File: src/rtl/core/yxy_pkg.sv
`timescale 1ns / 1ps

package yxy_pkg;

	localparam int IN_W     = 16;
	localparam int VAL_W    = 21;
	localparam int DIV_W    = IN_W + 1;
	localparam int QUOT_W   = VAL_W - 1;
	localparam int DVD_W    = 2 * IN_W + 2;
	localparam int DIV_STEPS = QUOT_W;
	localparam int COEF_W   = 19;
	localparam int PROD_W   = COEF_W + VAL_W;
	localparam int SUM_W    = PROD_W + 2;
	localparam int IN_DATA_W  = 3 * IN_W;
	localparam int OUT_DATA_W = 128;

	localparam logic signed [VAL_W-1:0] VAL_MAX = 21'sd1048575;
	localparam logic signed [VAL_W-1:0] VAL_MIN = -21'sd1048576;

	// XYZ to linear sRGB, Q2.16
	localparam logic signed [COEF_W-1:0] MAT_COEF [3][3] = '{
		'{ 19'sd212368, -19'sd100739, -19'sd32672},
		'{-19'sd63521,   19'sd122945,  19'sd2723},
		'{ 19'sd3647,   -19'sd13372,   19'sd69292}
	};

	typedef struct packed {
		logic              ovf;
		logic [DIV_W-1:0]  rem;
		logic [QUOT_W-1:0] dvd;
		logic [QUOT_W-1:0] quot;
	} div_lane_t;

	typedef struct packed {
		div_lane_t        x;
		div_lane_t        z;
		logic [DIV_W-1:0] div;
		logic [IN_W-1:0]  lum;
		logic             z_neg;
		logic             zero;
	} div_beat_t;

	typedef struct packed {
		logic                    zero;
		logic signed [VAL_W-1:0] tri_x;
		logic signed [VAL_W-1:0] tri_y;
		logic signed [VAL_W-1:0] tri_z;
		logic signed [VAL_W-1:0] red;
		logic signed [VAL_W-1:0] green;
		logic signed [VAL_W-1:0] blue;
	} out_beat_t;

endpackage

File: src/rtl/core/yxy_div_cell.sv
`timescale 1ns / 1ps

module yxy_div_cell (
	input  logic               clk,
	input  logic               arst_n,
	input  logic               in_valid,
	output logic               in_ready,
	input  yxy_pkg::div_beat_t in_beat,
	output logic               out_valid,
	input  logic               out_ready,
	output yxy_pkg::div_beat_t out_beat
);
	import yxy_pkg::*;

	logic      v_q;
	logic      en;
	div_beat_t beat_q;
	div_beat_t nxt;

	function automatic div_lane_t step(input div_lane_t l, input logic [DIV_W-1:0] d);
		logic [DIV_W:0] sh;
		logic [DIV_W:0] diff;
		logic           ge;
		div_lane_t      r;
		sh     = {l.rem, l.dvd[QUOT_W-1]};
		diff   = sh - {1'b0, d};
		ge     = sh >= {1'b0, d};
		r.ovf  = l.ovf;
		r.rem  = ge ? diff[DIV_W-1:0] : sh[DIV_W-1:0];
		r.dvd  = {l.dvd[QUOT_W-2:0], 1'b0};
		r.quot = {l.quot[QUOT_W-2:0], ge};
		return r;
	endfunction

	assign en       = !v_q || out_ready;
	assign in_ready = en;

	always_comb begin
		nxt   = in_beat;
		nxt.x = step(in_beat.x, in_beat.div);
		nxt.z = step(in_beat.z, in_beat.div);
	end

	always_ff @(posedge clk or negedge arst_n) begin
		if (!arst_n) begin
			v_q <= 1'b0;
		end else if (en) begin
			v_q <= in_valid;
		end
	end

	always_ff @(posedge clk) begin
		if (en) beat_q <= nxt;
	end

	assign out_valid = v_q;
	assign out_beat  = beat_q;

endmodule

File: config.mk
export PLATFORM = sky130hd
export DESIGN_NAME = yxy_div_cell
export DESIGN_NICKNAME = d
export VERILOG_FILES = /design/src/rtl/core/yxy_pkg.sv /design/src/rtl/core/yxy_div_cell.sv
export SDC_FILE = /design/constraint.sdc
export NUM_CORES = 1
export LEC_CHECK = 0
export BUFFER_PORTS_ARGS = -buffer_cell sky130_fd_sc_hd__buf_2
export CAP_MARGIN = 15
export CORE_MARGIN = 2
export CORE_UTILIZATION = 43
export DETAILED_ROUTE_END_ITERATION = 8
export GPL_TIMING_DRIVEN = 0
export PLACE_DENSITY = 0.74
export SLEW_MARGIN = 30
export SYNTH_ARGS = -nofsm -noshare
export SYNTH_HDL_FRONTEND = slang
export SYNTH_SLANG_ARGS = --single-unit
File: constraint.sdc
create_clock -name clk -period 6.4 [get_ports clk]
set_clock_uncertainty 0.2 [all_clocks]
set_input_delay 1.28 -clock clk [delete_from_list [all_inputs] [get_ports clk]]
set_output_delay 1.28 -clock clk [all_outputs]
set_load 0.005 [all_outputs]
==> summary.txt <==
Outcome
  – Outcome: completed

Critical path
  – Critical path's top delay family: buffers and inverters
  – Data arrival, critical path: 2460 ps
  – CP Depth: 5
  – CP max FO: 45
  – CP Cell Sequence: buf_2 > nand2b_4 > buf_12 > buf_12 > buf_2
  – Slowest CP cell: nand2b_4
  – Worst path bufs/invs: 4
  – Worst endpoint required time: 4920 ps
  – Slowest stage delay, CP: 370 ps
  – Setup crit end kind: output port
  – Register-to-Register Path Depth: 3
  – Critical path launch point type: input port
  – Setup CP Type: in -> out

Clock tree
  – Post-CTS resize count: 0
  – Longest Clk Path Bufs: 2
  – # Post-CTS Setup Buffers: 0
  – Clock-pin transition on the worst setup and hold timing paths: 60 ps
  – Root Buffer: clkbuf_16
  – CTS Hold Buffers Added: 0
  – Num CTS Buffers: 17
  – Htree depth: 4
  – CTS tree: built
  – CTS Sinks: 150
  – Worst-Skew Late Latency: 420 ps

Detailed routing
  – Iteration-0 DRC Markers: 281
  – Via count: 5113
  – DRT Wirelength: 19100 µm
  – Drc violations: 0
  – ANT nets after route: 0
  – Via/cell ratio: 4.97
  – Drt first pass iters: 4
  – DR WL/cell: 18.6 µm

Synth
  – Post-synth top flop: edfxtp_1
  – YS warnings: 0
  – Avg Cell Area, Syn: 14.4 µm²
  – Seq/Total Area, Yosys: 0.661
  – Compound-Gate Fraction of Synth Area: 0.115
  – Netlist cell types: 63
  – Post-synth EDFFs: 149
  – XOR/XNOR Fraction of Synth Area: 0.0244
  – Flops & latches, synth: 150
  – Post-Synth Simple-Gate Area: 0.0689
  – Multiplexer share of the synthesized area: 0.0369
  – Main combinational cell family by area after synthesis: compound AO/OA/AOI/OAI gates
  – Async SR Flop Fraction: 0.00667
  – Post-synth design cell area: 6810 µm²
  – Synth Area in Adders: 0.0683
  – Cells after synthesis: 473

Timing
  – Max-slew violation count: 0
  – Final period utilization: 0.616
  – Endpoints failing hold: 0
  – Headroom to the max-slew limit: 0.555
  – Fmax: 254 MHz
  – Worst hold slack: 417 ps
  – Tmin final: 3940 ps
  – RSZ-0062 raised after global routing: false
  – Worst Tran Pin Value: 651 ps
  – Final TNS setup: 0 ps
  – Final setup viols: 0

Pwr
  – Sequential Power Share: 0.463
  – Internal: 1.95 mW
  – Leak Pwr: 4.09 nW
  – Power per cell area: 285 nW/µm²
  – Switching share of power: 0.258
  – Clock Power Share: 0.362
  – Total power draw: 2.63 mW
  – Peak supply drop: 0.000215 V
  – P_sw: 680 µW
  – Logic pwr share: 0.175

Floorplan
  – Num ports: 308
  – Core footprint: 15700 µm²
  – Height of the die: 130 µm
  – Row count: 46
  – Starting Density: 0.435
  – Die X: 130 µm
  – Die area: 16900 µm²

Final layout
  – Fillers: 1316
  – FF/Latch Area: 4500 µm²
  – Cell area after layout: 9230 µm²
  – Share of cells above drive strength 1: 0.464
  – Syn-to-layout area delta: 35.5%
  – ANT cells: 0
  – Multi-input logic area: 2150 µm²
  – Final nets: 990

Place
  – HPWL Detailed: 14700 µm
  – Placed Area: 8680 µm²
  – Count of input and output buffers: 303
  – GPL Wtd Cong: 0.851

Global route
  – GR Util All Layers: 0.218
  – Vias in the first global route: 4862
  – Initial antenna violation count: 4
  – Gr ovfl total: 0
  – First-pass GRT wire length: 27100 µm
  – Largest net degree at the start of global routing: 52

Worst hold path
  – Hold WC Path Type: in -> async

Job
  – Maxcap violations: 0
==> logic make-up (layout without fill, tap and decap cells) <==
logic type / after synthesis / after routing
AO/OA/AOI/OAI: 112 / 112
XOR/XNOR: 19 / 19
adder cells (fa/ha/maj): 36 / 36
buffers and inverters: 38 / 376
flip-flops: 150 / 150
multiplexers: 21 / 21
other: 1 / 2
AND/OR/NAND/NOR: 96 / 96
==> state kept, by name, indices dropped and copies added, names as in the netlist <==
name / cells
out_valid: 1
out_beat: 149
==> worst reg2reg max path, stage by stage (launching register included) <==
cell and delay (ps):
dfrtp_1 420, nand2b_4 350, buf_12 260, buf_16 270
==> power groups by stage <==
stage / Sequential, mW / Clock [mW] / Combinational [mW]
finish: 1.22 / 0.953 / 0.461
global route: 1.23 / 1.01 / 0.506
CTS: 1.22 / 0.970 / 0.464
detailed placement: 1.24 / 0 / 0.460
global placement: 1.24 / 0 / 0.445
floorplan: 1.26 / 0 / 0.230
==> synth_stat cells (10+ instances only) <==
master | instances | area share
edfxtp_1 | 149 | 0.66
mux2_2 | 17 | 0.028
a21o_1 | 15 | 0.017
nand2_1 | 33 | 0.018
xnor2_1 | 16 | 0.021
a21oi_1 | 26 | 0.019
o21ai_0 | 19 | 0.014
nand3_1 | 13 | 0.0096
o21a_1 | 10 | 0.011
ha_1 | 34 | 0.062
nor2_1 | 17 | 0.0094
inv_1 | 25 | 0.014
==> stage by stage <==
stage                      util  std cells  worst slack, ps
after CTS                 0.590       1028             2450
after global routing      0.590       1028             2360
after floorplan               -        474             1700
after global placement    0.550        993              498
final                     0.590       1028             2460
after detailed placement  0.554        996             2280
==> placed cells by master (no fill, tap or decap), drive strengths merged, types with 3 or more instances in the layout <==
cell	synthesis	final
mux2	21	21
o21a	10	10
xnor2	16	16
a31oi	3	3
nor2	17	17
or2	3	3
a21o	15	15
clkbuf	5	24
xor2	3	3
o21ai	22	22
nor3	3	3
and4	3	3
a21oi	26	26
nand2b	3	3
nand4	3	3
clkinv	0	4
nand2	34	34
and2	5	5
edfxtp	149	149
nor3b	3	3
clkinvlp	0	3
buf	6	312
a2111oi	3	3
a211oi	4	4
o211ai	3	3
nand3	13	13
nor2b	3	3
ha	34	34
o31ai	6	6
inv	27	32
==> cell type report <==
cell class,instances,share of cell area
Sequential cell,150,0.487
Multi-Input combinational cell,286,0.233
Timing Repair Buffer,306,0.172
Clock buffer,19,0.0469
Tap cell,216,0.0293
Clock inverter,13,0.0131
Inverter,27,0.0110
Buffer,11,0.00786
==> path summary, 6_finish.rpt <==
check / to / slack (ps) / from
setup / recovery: in_ready / 2460 / out_ready
setup reg to reg: out_beat[85] / 4540 / out_valid
max in group asynchronous: out_valid / 5500 / arst_n
hold reg to reg: out_valid / 680 / out_valid
min in group clk: out_valid / 680 / out_valid
hold / removal: out_valid / 420 / arst_n
==> metal layers <==
metal,vias up,global-route usage,part of all wire
met5,-,0,0.0023
met2,220,0.399,0.52
met1,2396,0.232,0.36
met4,6,0.0740,0.020
li1,2461,-,-
met3,30,0.0816,0.095
No activity file was read; power rests on OpenSTA's default activity.
