**src/rtl/core/yxy_pkg.sv**
```systemverilog
`timescale 1ns / 1ps

package yxy_pkg;

	localparam int IN_W     = 16;
	localparam int VAL_W    = 21;
	localparam int DIV_W    = IN_W + 1;
	localparam int QUOT_W   = VAL_W - 1;
	localparam int DVD_W    = 2 * IN_W + 2;
	localparam int DIV_STEPS = QUOT_W;
	localparam int COEF_W   = 19;
	localparam int PROD_W   = COEF_W + VAL_W;
	localparam int SUM_W    = PROD_W + 2;
	localparam int IN_DATA_W  = 3 * IN_W;
	localparam int OUT_DATA_W = 128;

	localparam logic signed [VAL_W-1:0] VAL_MAX = 21'sd1048575;
	localparam logic signed [VAL_W-1:0] VAL_MIN = -21'sd1048576;

	// XYZ to linear sRGB, Q2.16
	localparam logic signed [COEF_W-1:0] MAT_COEF [3][3] = '{
		'{ 19'sd212368, -19'sd100739, -19'sd32672},
		'{-19'sd63521,   19'sd122945,  19'sd2723},
		'{ 19'sd3647,   -19'sd13372,   19'sd69292}
	};

	typedef struct packed {
		logic              ovf;
		logic [DIV_W-1:0]  rem;
		logic [QUOT_W-1:0] dvd;
		logic [QUOT_W-1:0] quot;
	} div_lane_t;

	typedef struct packed {
		div_lane_t        x;
		div_lane_t        z;
		logic [DIV_W-1:0] div;
		logic [IN_W-1:0]  lum;
		logic             z_neg;
		logic             zero;
	} div_beat_t;

	typedef struct packed {
		logic                    zero;
		logic signed [VAL_W-1:0] tri_x;
		logic signed [VAL_W-1:0] tri_y;
		logic signed [VAL_W-1:0] tri_z;
		logic signed [VAL_W-1:0] red;
		logic signed [VAL_W-1:0] green;
		logic signed [VAL_W-1:0] blue;
	} out_beat_t;

endpackage

```
**src/rtl/core/yxy_front.sv**
```systemverilog
`timescale 1ns / 1ps

module yxy_front (
	input  logic                              clk,
	input  logic                              arst_n,
	input  logic                              in_valid,
	output logic                              in_ready,
	input  logic [yxy_pkg::IN_W-1:0]          chroma_x,
	input  logic [yxy_pkg::IN_W-1:0]          chroma_y,
	input  logic [yxy_pkg::IN_W-1:0]          luminance,
	output logic                              out_valid,
	input  logic                              out_ready,
	output yxy_pkg::div_beat_t                out_beat
);
	import yxy_pkg::*;

	logic                 v_s1, v_s2;
	logic                 en_s1, en_s2;
	logic [2*IN_W-1:0]    prodx_s1;
	logic [2*IN_W:0]      prodz_s1;
	logic [IN_W-1:0]      cy_s1, lum_s1;
	logic                 neg_s1;
	logic [IN_W+1:0]      rest;
	logic [DIV_W-1:0]     mag;
	logic [DVD_W-1:0]     dx, dz;
	logic [DIV_W-1:0]     dv;
	logic [DIV_W-1:0]     hx, hz;
	logic                 ovfx, ovfz;
	div_beat_t            beat_s2;

	assign en_s2    = !v_s2 || out_ready;
	assign en_s1    = !v_s1 || en_s2;
	assign in_ready = en_s1;

	assign rest = 18'd65536 - {2'b0, chroma_x} - {2'b0, chroma_y};
	assign mag  = rest[IN_W+1] ? DIV_W'(~rest + 18'd1) : rest[DIV_W-1:0];

	always_ff @(posedge clk or negedge arst_n) begin
		if (!arst_n) begin
			v_s1 <= 1'b0;
			v_s2 <= 1'b0;
		end else begin
			if (en_s1) v_s1 <= in_valid;
			if (en_s2) v_s2 <= v_s1;
		end
	end

	always_ff @(posedge clk) begin
		if (en_s1) begin
			prodx_s1 <= (2*IN_W)'(chroma_x) * (2*IN_W)'(luminance);
			prodz_s1 <= (2*IN_W+1)'(mag) * (2*IN_W+1)'(luminance);
			cy_s1    <= chroma_y;
			lum_s1   <= luminance;
			neg_s1   <= rest[IN_W+1];
		end
	end

	assign dx   = {1'b0, prodx_s1, 1'b0} + DVD_W'(cy_s1);
	assign dz   = {prodz_s1, 1'b0} + DVD_W'(cy_s1);
	assign dv   = {cy_s1, 1'b0};
	assign hx   = DIV_W'(dx[DVD_W-1:QUOT_W]);
	assign hz   = DIV_W'(dz[DVD_W-1:QUOT_W]);
	assign ovfx = hx >= dv;
	assign ovfz = hz >= dv;

	always_ff @(posedge clk) begin
		if (en_s2) begin
			beat_s2.x.ovf  <= ovfx;
			beat_s2.x.rem  <= ovfx ? '0 : hx;
			beat_s2.x.dvd  <= dx[QUOT_W-1:0];
			beat_s2.x.quot <= '0;
			beat_s2.z.ovf  <= ovfz;
			beat_s2.z.rem  <= ovfz ? '0 : hz;
			beat_s2.z.dvd  <= dz[QUOT_W-1:0];
			beat_s2.z.quot <= '0;
			beat_s2.div    <= dv;
			beat_s2.lum    <= lum_s1;
			beat_s2.z_neg  <= neg_s1;
			beat_s2.zero   <= (cy_s1 == '0);
		end
	end

	assign out_valid = v_s2;
	assign out_beat  = beat_s2;

endmodule

```
**config.mk**
```make
export PLATFORM = sky130hd
export DESIGN_NAME = yxy_front
export DESIGN_NICKNAME = d
export VERILOG_FILES = /design/src/rtl/core/yxy_pkg.sv /design/src/rtl/core/yxy_front.sv
export SDC_FILE = /design/constraint.sdc
export NUM_CORES = 2
export LEC_CHECK = 0
export BUFFER_PORTS_ARGS = -buffer_cell sky130_fd_sc_hd__buf_2
export CORE_MARGIN = 2
export CORE_UTILIZATION = 50
export CTS_CLUSTER_DIAMETER = 80
export CTS_CLUSTER_SIZE = 8
export DETAILED_ROUTE_END_ITERATION = 7
export PLACE_DENSITY = 0.67
export SYNTH_ARGS = -nofsm -noshare
export SYNTH_HDL_FRONTEND = slang
export SYNTH_SLANG_ARGS = --single-unit
```
**constraint.sdc**
```tcl
create_clock -name clk -period 10.5 [get_ports clk]
set_input_delay 0.525 -clock clk [delete_from_list [all_inputs] [get_ports clk]]
set_output_delay 0.525 -clock clk [all_outputs]
set_load 0.05 [all_outputs]
```
==> summary.md <==
| Metric | Value |
|---|---|
| RePlAce Congestion | `0.872` |
| Port bufs | `157` |
| Worst EP arrival | `9.67 ns` |
| Layout cells sized above 1 | `9.02%` |
| Status | `finished clean` |
| Mapped Avg Cell Area | `9.65 um2` |
| Min-delay worst type | `primary input to flip-flop` |
| Yosys Warn Count | `0` |
| Synth area leaders | `fa_1 28%, edfxtp_1 21%, ha_1 13%, inv_1 7.3%, nand2_1 5.2%` |
| Largest net degree at the start of global routing | `66` |
| Number of enable flip-flop cells after synthesis | `200` |
| Top cell by count, worst path | `fa_1` |
| Yosys top cell by area | `fa_1` |
| Req. time, crit path | `10.82 ns` |
| Die Wd | `244 um` |
| CTS tree | `yes` |
| Clock buffer depth | `3` |
| Total GRT Usage | `24.8%` |
| CP Buf/Inv Count | `6` |
| Via count | `21200` |
| NumNets Final | `3849` |
| FF-to-FF path depth | `18` |
| Rows | `87` |
| Crit path from | `chroma_x[1]` |
| CTS root buf | `clkbuf_16` |
| FMAX | `0.107 GHz` |
| Worst path depth | `32` |
| Post-synth ARST share | `0.990%` |
| Worst Path Max Fanout | `17` |
| Die height | `244 um` |
| Slew Viols, Final | `0` |
| Hold buffers post-CTS | `1` |
| Post-cts resize count | `0` |
| Critical Path Max Stage Delay | `0.65 ns` |
| Main synth FF type | `edfxtp_1` |
| FF+latch count, synth | `202` |
| Final period util | `89.1%` |
| Worst setup endpoint | `prodz_s1[32]` |
| Slew HR | `18.3%` |
| Core footprint | `0.0566 mm2` |
| Worst Setup Start Kind | `primary input` |
| Htree depth | `1` |
| Yosys cell types | `87` |
| Drc violations | `0` |
| R2r startpoint | `cy_s1[2]` |
| Critical Path Slowest Stage Cell | `o31ai_4` |
| Setup violators final | `0` |
| Worst Setup Path Type | `primary input to flip-flop` |
| Routed wire per std cell | `18.7 um` |
| Diodes inserted | `0` |
| Tmin final | `9.36 ns` |
| Final hold violation count | `0` |
| CTS sink cnt | `202` |
| P&R area growth vs syn | `7.60%` |
| HPWL after detailed placement | `56700 um` |
| Mapped Area | `0.0288 mm2` |
| RSZ-0062 raised after global routing | `no` |
| Initial antenna violation count | `0` |
| Total grt overflow | `0` |
| Vias in the first global route | `22100` |
| Area of the die | `0.0595 mm2` |
| Seq/Total Area, Yosys | `21.0%` |
| Syn Inst Count | `2981` |
| DR iter-0 viols | `1513` |
| Worst reg2reg setup slack | `4.82 ns` |
| Top-area cell type share of the netlist area | `28.2%` |
| Fillers | `5039` |
| DRT antenna net count | `0` |
| Least-Margin Pin Slew | `1.21 ns` |
| Setup tns final | `0 ns` |
| First-pass GRT wire length | `117000 um` |
| Vias per cell | `5.48` |
| R2R Path End | `out_beat[92]` |
| Total of max-cap violations | `0` |
| Worst-skew pair later-pin latency | `0.60 ns` |
| CP top delay family | `adder cells` |
| IO Count | `205` |
| Clock Skews | `0.0290 ns` |
| Worst setup EP type | `flip-flop` |
| Initial Util | `50.8%` |
| Most common cell in the netlist | `inv_1` |
| Final Routed Wirelength | `72000 um` |
| Post-CTS Setup Inserts | `0` |
| Length of the first detailed-routing pass in iterations | `6` |
| Multi-input logic area | `0.0199 mm2` |
| Cts bufs inserted | `30` |
| Synth cell count leaders | `563 x inv_1, 406 x fa_1, 399 x nand2_1` |
| Flip-flop and latch area | `0.00606 mm2` |
| Worst-path clk slew | `0.05 ns` |
==> placed cells by master, fill, tap and decap left out, types with 54 or more instances in the layout <==
cell,instances
inv_1,563
buf_2,157
nor2_1,78
o21ai_0,54
a21oi_1,79
and2_1,192
ha_1,297
nand2_1,399
fa_1,406
edfxtp_1,200
xnor2_1,82
==> kinds of logic after synthesis <==
family / synth area share [%]
AOI/OAI and AO/OA: 7.71
and+or+nand+nor: 15.5
other: 0.0130
buffers and inverters: 10.3
DFF: 21.0
muxes: 0.178
xor gates and xnor gates: 4.07
adders and majority gates: 41.2
==> state kept, by name, indices dropped and copies added (netlist names) <==
| name | cells |
|---|---|
| prodz_s1 | 33 |
| prodx_s1 | 32 |
| out_beat | 102 |
| lum_s1 | 16 |
| v_s1 | 1 |
| neg_s1 | 1 |
| out_valid | 1 |
| cy_s1 | 16 |
==> worst min path at each step <==
| stage | start | endpoint | slack [ns] | depth (start not counted) |
|---|---|---|---|---|
| 2_1_floorplan | arst_n | out_valid | 0.23 | 0 |
| 3_3_place_gp | arst_n | out_valid | 0.31 | 1 |
| 3_5_place_dp | arst_n | v_s1 | 0.31 | 1 |
| 4_1_cts | in_valid | v_s1 | 0.1 | 2 |
| 5_1_grt | chroma_y[15] | cy_s1[15] | 0.11 | 1 |
| 6_report | chroma_y[15] | cy_s1[15] | 0.13 | 1 |
==> through the flow <==
step                cells  worst slack, ns  utilization [%]  area, um2  hold slack (ns)
finish               3861             1.14             54.7      31000            0.126
global route         3861            0.478             54.7      31000            0.107
CTS                  3861             1.18             54.7      31000           0.0981
detailed placement   3817            0.560             53.2      30100            0.315
global placement     3817            0.789             53.2      30100            0.310
floorplan            3027             1.52                -      28900            0.229
==> area by class of cell <==
| type | count | share of cell area (%) |
|---|---|---|
| well taps | 756 | 3.06 |
| clock inverters | 4 | 0.190 |
| inverters | 564 | 6.84 |
| multi-input cells | 2103 | 64.4 |
| flip-flops and latches | 202 | 19.6 |
| repair buffers | 193 | 3.42 |
| clock buffers | 39 | 2.57 |
==> metal layers <==
metal	track usage, %	wire length, um	vias up	part of all wire (%)
met1	33.5	30400	10700	42
met5	0	0	-	0
met4	9.97	3100	0	4.3
li1	-	-	9644	-
met2	40.5	33600	729	47
met3	3.29	4920	130	6.8
Power is not shown: default switching activity piles up to over one toggle a cycle in this logic, so the estimate is an artifact.
