<file path="src/rtl/core/yxy_pkg.sv">
`timescale 1ns / 1ps

package yxy_pkg;

	localparam int IN_W     = 16;
	localparam int VAL_W    = 21;
	localparam int DIV_W    = IN_W + 1;
	localparam int QUOT_W   = VAL_W - 1;
	localparam int DVD_W    = 2 * IN_W + 2;
	localparam int DIV_STEPS = QUOT_W;
	localparam int COEF_W   = 19;
	localparam int PROD_W   = COEF_W + VAL_W;
	localparam int SUM_W    = PROD_W + 2;
	localparam int IN_DATA_W  = 3 * IN_W;
	localparam int OUT_DATA_W = 128;

	localparam logic signed [VAL_W-1:0] VAL_MAX = 21'sd1048575;
	localparam logic signed [VAL_W-1:0] VAL_MIN = -21'sd1048576;

	// XYZ to linear sRGB, Q2.16
	localparam logic signed [COEF_W-1:0] MAT_COEF [3][3] = '{
		'{ 19'sd212368, -19'sd100739, -19'sd32672},
		'{-19'sd63521,   19'sd122945,  19'sd2723},
		'{ 19'sd3647,   -19'sd13372,   19'sd69292}
	};

	typedef struct packed {
		logic              ovf;
		logic [DIV_W-1:0]  rem;
		logic [QUOT_W-1:0] dvd;
		logic [QUOT_W-1:0] quot;
	} div_lane_t;

	typedef struct packed {
		div_lane_t        x;
		div_lane_t        z;
		logic [DIV_W-1:0] div;
		logic [IN_W-1:0]  lum;
		logic             z_neg;
		logic             zero;
	} div_beat_t;

	typedef struct packed {
		logic                    zero;
		logic signed [VAL_W-1:0] tri_x;
		logic signed [VAL_W-1:0] tri_y;
		logic signed [VAL_W-1:0] tri_z;
		logic signed [VAL_W-1:0] red;
		logic signed [VAL_W-1:0] green;
		logic signed [VAL_W-1:0] blue;
	} out_beat_t;

endpackage

</file>
<file path="src/rtl/core/yxy_matrix.sv">
`timescale 1ns / 1ps

module yxy_matrix (
	input  logic               clk,
	input  logic               arst_n,
	input  logic               in_valid,
	output logic               in_ready,
	input  yxy_pkg::div_beat_t in_beat,
	output logic               out_valid,
	input  logic               out_ready,
	output yxy_pkg::out_beat_t out_beat
);
	import yxy_pkg::*;

	logic                     v_s1, v_s2, v_s3;
	logic                     en_s1, en_s2, en_s3;
	logic signed [VAL_W-1:0]  xv, zv;
	logic        [VAL_W-1:0]  zq;
	logic signed [VAL_W-1:0]  xyz_s1 [3];
	logic                     zero_s1, zero_s2;
	logic signed [VAL_W-1:0]  xyz_s2 [3];
	logic signed [PROD_W-1:0] prod_s2 [3][3];
	logic signed [SUM_W-1:0]  sum [3];
	logic signed [SUM_W-1:0]  rnd [3];
	logic signed [VAL_W-1:0]  sat [3];
	out_beat_t                beat_s3;

	assign en_s3    = !v_s3 || out_ready;
	assign en_s2    = !v_s2 || en_s3;
	assign en_s1    = !v_s1 || en_s2;
	assign in_ready = en_s1;

	assign zq = {1'b0, in_beat.z.quot};
	assign xv = in_beat.x.ovf ? VAL_MAX : $signed({1'b0, in_beat.x.quot});

	always_comb begin
		if (in_beat.z_neg) begin
			zv = in_beat.z.ovf ? VAL_MIN : $signed(~zq + 21'd1);
		end else begin
			zv = in_beat.z.ovf ? VAL_MAX : $signed(zq);
		end
	end

	always_ff @(posedge clk or negedge arst_n) begin
		if (!arst_n) begin
			v_s1 <= 1'b0;
			v_s2 <= 1'b0;
			v_s3 <= 1'b0;
		end else begin
			if (en_s1) v_s1 <= in_valid;
			if (en_s2) v_s2 <= v_s1;
			if (en_s3) v_s3 <= v_s2;
		end
	end

	always_ff @(posedge clk) begin
		if (en_s1) begin
			zero_s1   <= in_beat.zero;
			xyz_s1[0] <= in_beat.zero ? '0 : xv;
			xyz_s1[1] <= in_beat.zero ? '0 : $signed(VAL_W'(in_beat.lum));
			xyz_s1[2] <= in_beat.zero ? '0 : zv;
		end
	end

	always_ff @(posedge clk) begin
		if (en_s2) begin
			zero_s2 <= zero_s1;
			for (int i = 0; i < 3; i++) begin
				xyz_s2[i] <= xyz_s1[i];
				for (int j = 0; j < 3; j++) begin
					prod_s2[i][j] <= MAT_COEF[i][j] * xyz_s1[j];
				end
			end
		end
	end

	always_comb begin
		for (int i = 0; i < 3; i++) begin
			sum[i] = SUM_W'(prod_s2[i][0]) + SUM_W'(prod_s2[i][1]) + SUM_W'(prod_s2[i][2]);
			rnd[i] = (sum[i] + 42'sd32768) >>> 16;
			if (rnd[i] > SUM_W'(VAL_MAX)) begin
				sat[i] = VAL_MAX;
			end else if (rnd[i] < SUM_W'(VAL_MIN)) begin
				sat[i] = VAL_MIN;
			end else begin
				sat[i] = rnd[i][VAL_W-1:0];
			end
		end
	end

	always_ff @(posedge clk) begin
		if (en_s3) begin
			beat_s3.zero  <= zero_s2;
			beat_s3.tri_x <= xyz_s2[0];
			beat_s3.tri_y <= xyz_s2[1];
			beat_s3.tri_z <= xyz_s2[2];
			beat_s3.red   <= sat[0];
			beat_s3.green <= sat[1];
			beat_s3.blue  <= sat[2];
		end
	end

	assign out_valid = v_s3;
	assign out_beat  = beat_s3;

endmodule

</file>
<file path="config.mk">
export PLATFORM = sky130hd
export DESIGN_NAME = yxy_matrix
export DESIGN_NICKNAME = d
export VERILOG_FILES = /design/src/rtl/core/yxy_pkg.sv /design/src/rtl/core/yxy_matrix.sv
export SDC_FILE = /design/constraint.sdc
export NUM_CORES = 2
export LEC_CHECK = 0
export ABC_AREA = 1
export BUFFER_PORTS_ARGS = -buffer_cell sky130_fd_sc_hd__buf_2
export CAP_MARGIN = 20
export CELL_PAD_IN_SITES_DETAIL_PLACEMENT = 1
export CELL_PAD_IN_SITES_GLOBAL_PLACEMENT = 1
export CORE_MARGIN = 3
export CORE_UTILIZATION = 40
export CTS_CLUSTER_SIZE = 8
export DETAILED_ROUTE_END_ITERATION = 6
export PLACE_DENSITY_LB_ADDON = 0.15
export SLEW_MARGIN = 20
export SYNTH_ARGS = -nofsm -noshare
export SYNTH_HDL_FRONTEND = slang
export SYNTH_SLANG_ARGS = --single-unit
</file>
<file path="constraint.sdc">
create_clock -name clk -period 11.4 [get_ports clk]
set_input_delay 0.57 -clock clk [delete_from_list [all_inputs] [get_ports clk]]
set_output_delay 0.57 -clock clk [all_outputs]
set_load 0.005 [all_outputs]
</file>
==> impl_metrics.yaml <==
outcome:
  run_status: "completed"
placement:
  gp_congestion: 0.957
  hpwl_um: 213000
  port_buffers: 186
grt:
  grt_pass1_wl_um: 365000
  antenna_found_initial: 9
  grt_start_max_net_pins: 123
  grt_pass1_vias: 56500
  grt.overflow.total: 0
  grtUsageTotal_pct: 27.3
die:
  num_rows: 153
  pin_count: 284
  die_w_um: 426
  fp.coreArea_um2: 175000
  start_util_pct: 40.5
  die_h_um: 426
  die_area_um2: 182000
timing:
  finalSetupViolations: 0
  fmax_mhz: 150
  fin_skew_ps: 32.6
  slew-limit-headroom_pct: 29.1
  hold_ws_ps: 67.3
  finalMaxSlewViolations: 0
  worst_pin_slew_ps: 1060
  setup_tns_ps: 0
  hold_viol: 0
  rsz0062_at_grt: "false"
  finalCritPeriodShare_pct: 58.6
  fin_crit_ps: 6680
cts:
  cts-root-buf: "clkbuf_16"
  clockBufferDepth: 3
  cts.clk_slew.worst_paths_ps: 50
  clk_latency_ps: 710
  cts_sinks: 531
  cts_tree: "yes"
  htreeDepth: 3
  numCtsBuffers: 82
critical_path:
  r2r_cells: 21
  reg2reg_to: "prod_s2[2][35]"
  cp_max_fo: 11
  critPathLaunch: "xyz_s1[0][61]"
  reg2reg_slack_ps: 4720
  critPathArrivalTime_ps: 7130
  end_kind: "register"
  worstPathRequired_ps: 11850
  reg2reg_from: "xyz_s1[0][61]"
  worst-setup-path-type: "reg2reg"
  endpoint: "prod_s2[2][35]"
  crit_path_start_kind: "register"
synthesis:
  synthArstFlopShare_pct: 0.565
  synth_compound_area_share_pct: 6.78
  synth_mux_area_share_pct: 0
  synth_fa_ha_area_share_pct: 45.0
  synth_top_area_cell: "fa_1"
  seq_area_frac_synth_pct: 22.5
  netlist_top_cells_count: "inv_1 (2099), ha_1 (1184), nand2_1 (1028)"
  ys_seq_elements: 531
  synth_top_area_share_pct: 24.0
  synth.most_common_cell: "inv_1"
  synth.avg_cell_area_um2: 9.22
  yosys-top-cells-area: "fa_1 (24%), edfxtp_1 (22%), ha_1 (21%)"
  synth_top_family_by_area: "adder cells"
  yosys.area_share.simple_pct: 10.5
  mappedNetlistArea_um2: 70700
  ys_warn_count: 0
  ys.flop_type: "edfxtp_1"
  synth_edf_count: 528
  synth_xor_area_share_pct: 3.73
  synth_cells: 7673
  synth_cell_types: 55
finish:
  nNetsFinal: 10100
  layout-drive-gt1-share_pct: 4.82
  area_delta_synth_final_pct: 9.04
min_path:
  hold_start: "in_valid"
  hold_path_class: "in2reg"
detailed_routing:
  via_count: 52200
  dr.pass1.iters: 5
  wl_per_cell_um: 23.7
  antenna_left: 0
  first_iter_violations: 2855
  drc_errors: 0
  route.final.wire_length_um: 244000
  viasPerCell: 5.06
job:
  maxCapViolCount: 0
-- kinds of logic after synthesis --
family,Yosys count
buffers and inverters,2134
adder cells (fa/ha/maj),2033
AND/OR/NAND/NOR,1809
AO/OA/AOI/OAI,864
flip-flops,531
XOR/XNOR,301
other,1
-- cells in the final DEF (no fill, tap or decap), drive strengths merged, types with 15 or more instances in the layout --
cell and instances:
fa 849, inv 2104, nor4 24, a21o 38, o21a 17, edfxtp 528
nand2 1047, nor3 55, buf 226, a31oi 21, a21boi 15, a21oi 440
nand3 181, clkinv 15, nand4 43, xnor2 87, o21ai 249, o211ai 19
nor2 441, xor2 214, o21bai 32, clkbuf 95, ha 1184
-- critical path, stage by stage, from the launching register on --
cell,delay [ps]
edfxtp_1,320
buf_4,280
inv_1,310
ha_1,660
inv_1,260
ha_1,380
inv_1,60
fa_1,490
inv_1,50
fa_1,460
fa_1,560
inv_1,60
fa_1,540
inv_1,50
ha_1,420
nand2_1,150
nor4_1,580
nand3_1,160
nand3_1,190
a21oi_1,140
o21bai_1,170
xor2_1,100
-- metrics by stage --
stage                     worst slack [ps]  instances  area, um^2  utilization, %
final                                 4720      10300       77100            44.1
after floorplan                        490       7678       70700               -
after detailed placement              4740      10200       74700            42.7
after CTS                             4720      10300       77100            44.1
after global routing                  4410      10300       77100            44.1
after global placement                4760      10200       74700            42.7
-- registers in the layout, indices dropped and copies added, names as in the netlist --
name / count
out_beat: 121
out_valid: 1
prod_s2: 301
v_s1: 1
v_s2: 1
xyz_s1: 57
xyz_s2: 47
zero_s1: 1
zero_s2: 1
-- worst min path at each step --
stage,end,slack [ps],cells past startpoint
6_report,v_s1,70,3
5_1_grt,v_s1,60,3
4_1_cts,v_s1,4,3
3_5_place_dp,out_valid,370,1
3_3_place_gp,out_valid,370,1
2_1_floorplan,out_valid,270,0
-- area by class of cell --
type,count,area [um^2]
Multi-Input combinational cell,5013,46700
Clock inverter,21,284
Sequential cell,531,15900
Inverter,2102,7900
Tap cell,2325,2910
Antenna cell,5,12.5
Timing Repair Buffer,227,1250
Clock buffer,95,2110
Fill cell,20400,97700
-- what timing repair did --
action                                 CTS  global route
hold buffers                             1             0
setup buffers                            0             0
endpoints found under the hold margin    3             0
resized for setup                        0             0
-- per-layer routing --
| layer | routed length, um | part of all wire (%) | GRT usage (%) |
|---|---|---|---|
| met3 | 9010 | 3.7 | 2.90 |
| met2 | 115000 | 47 | 44.9 |
| met1 | 113000 | 46 | 37.8 |
| met5 | 13 | 0.0053 | 0 |
| met4 | 7490 | 3.1 | 8.00 |
Power is not shown: default switching activity piles up to over one toggle a cycle in this logic, so the estimate is an artifact.
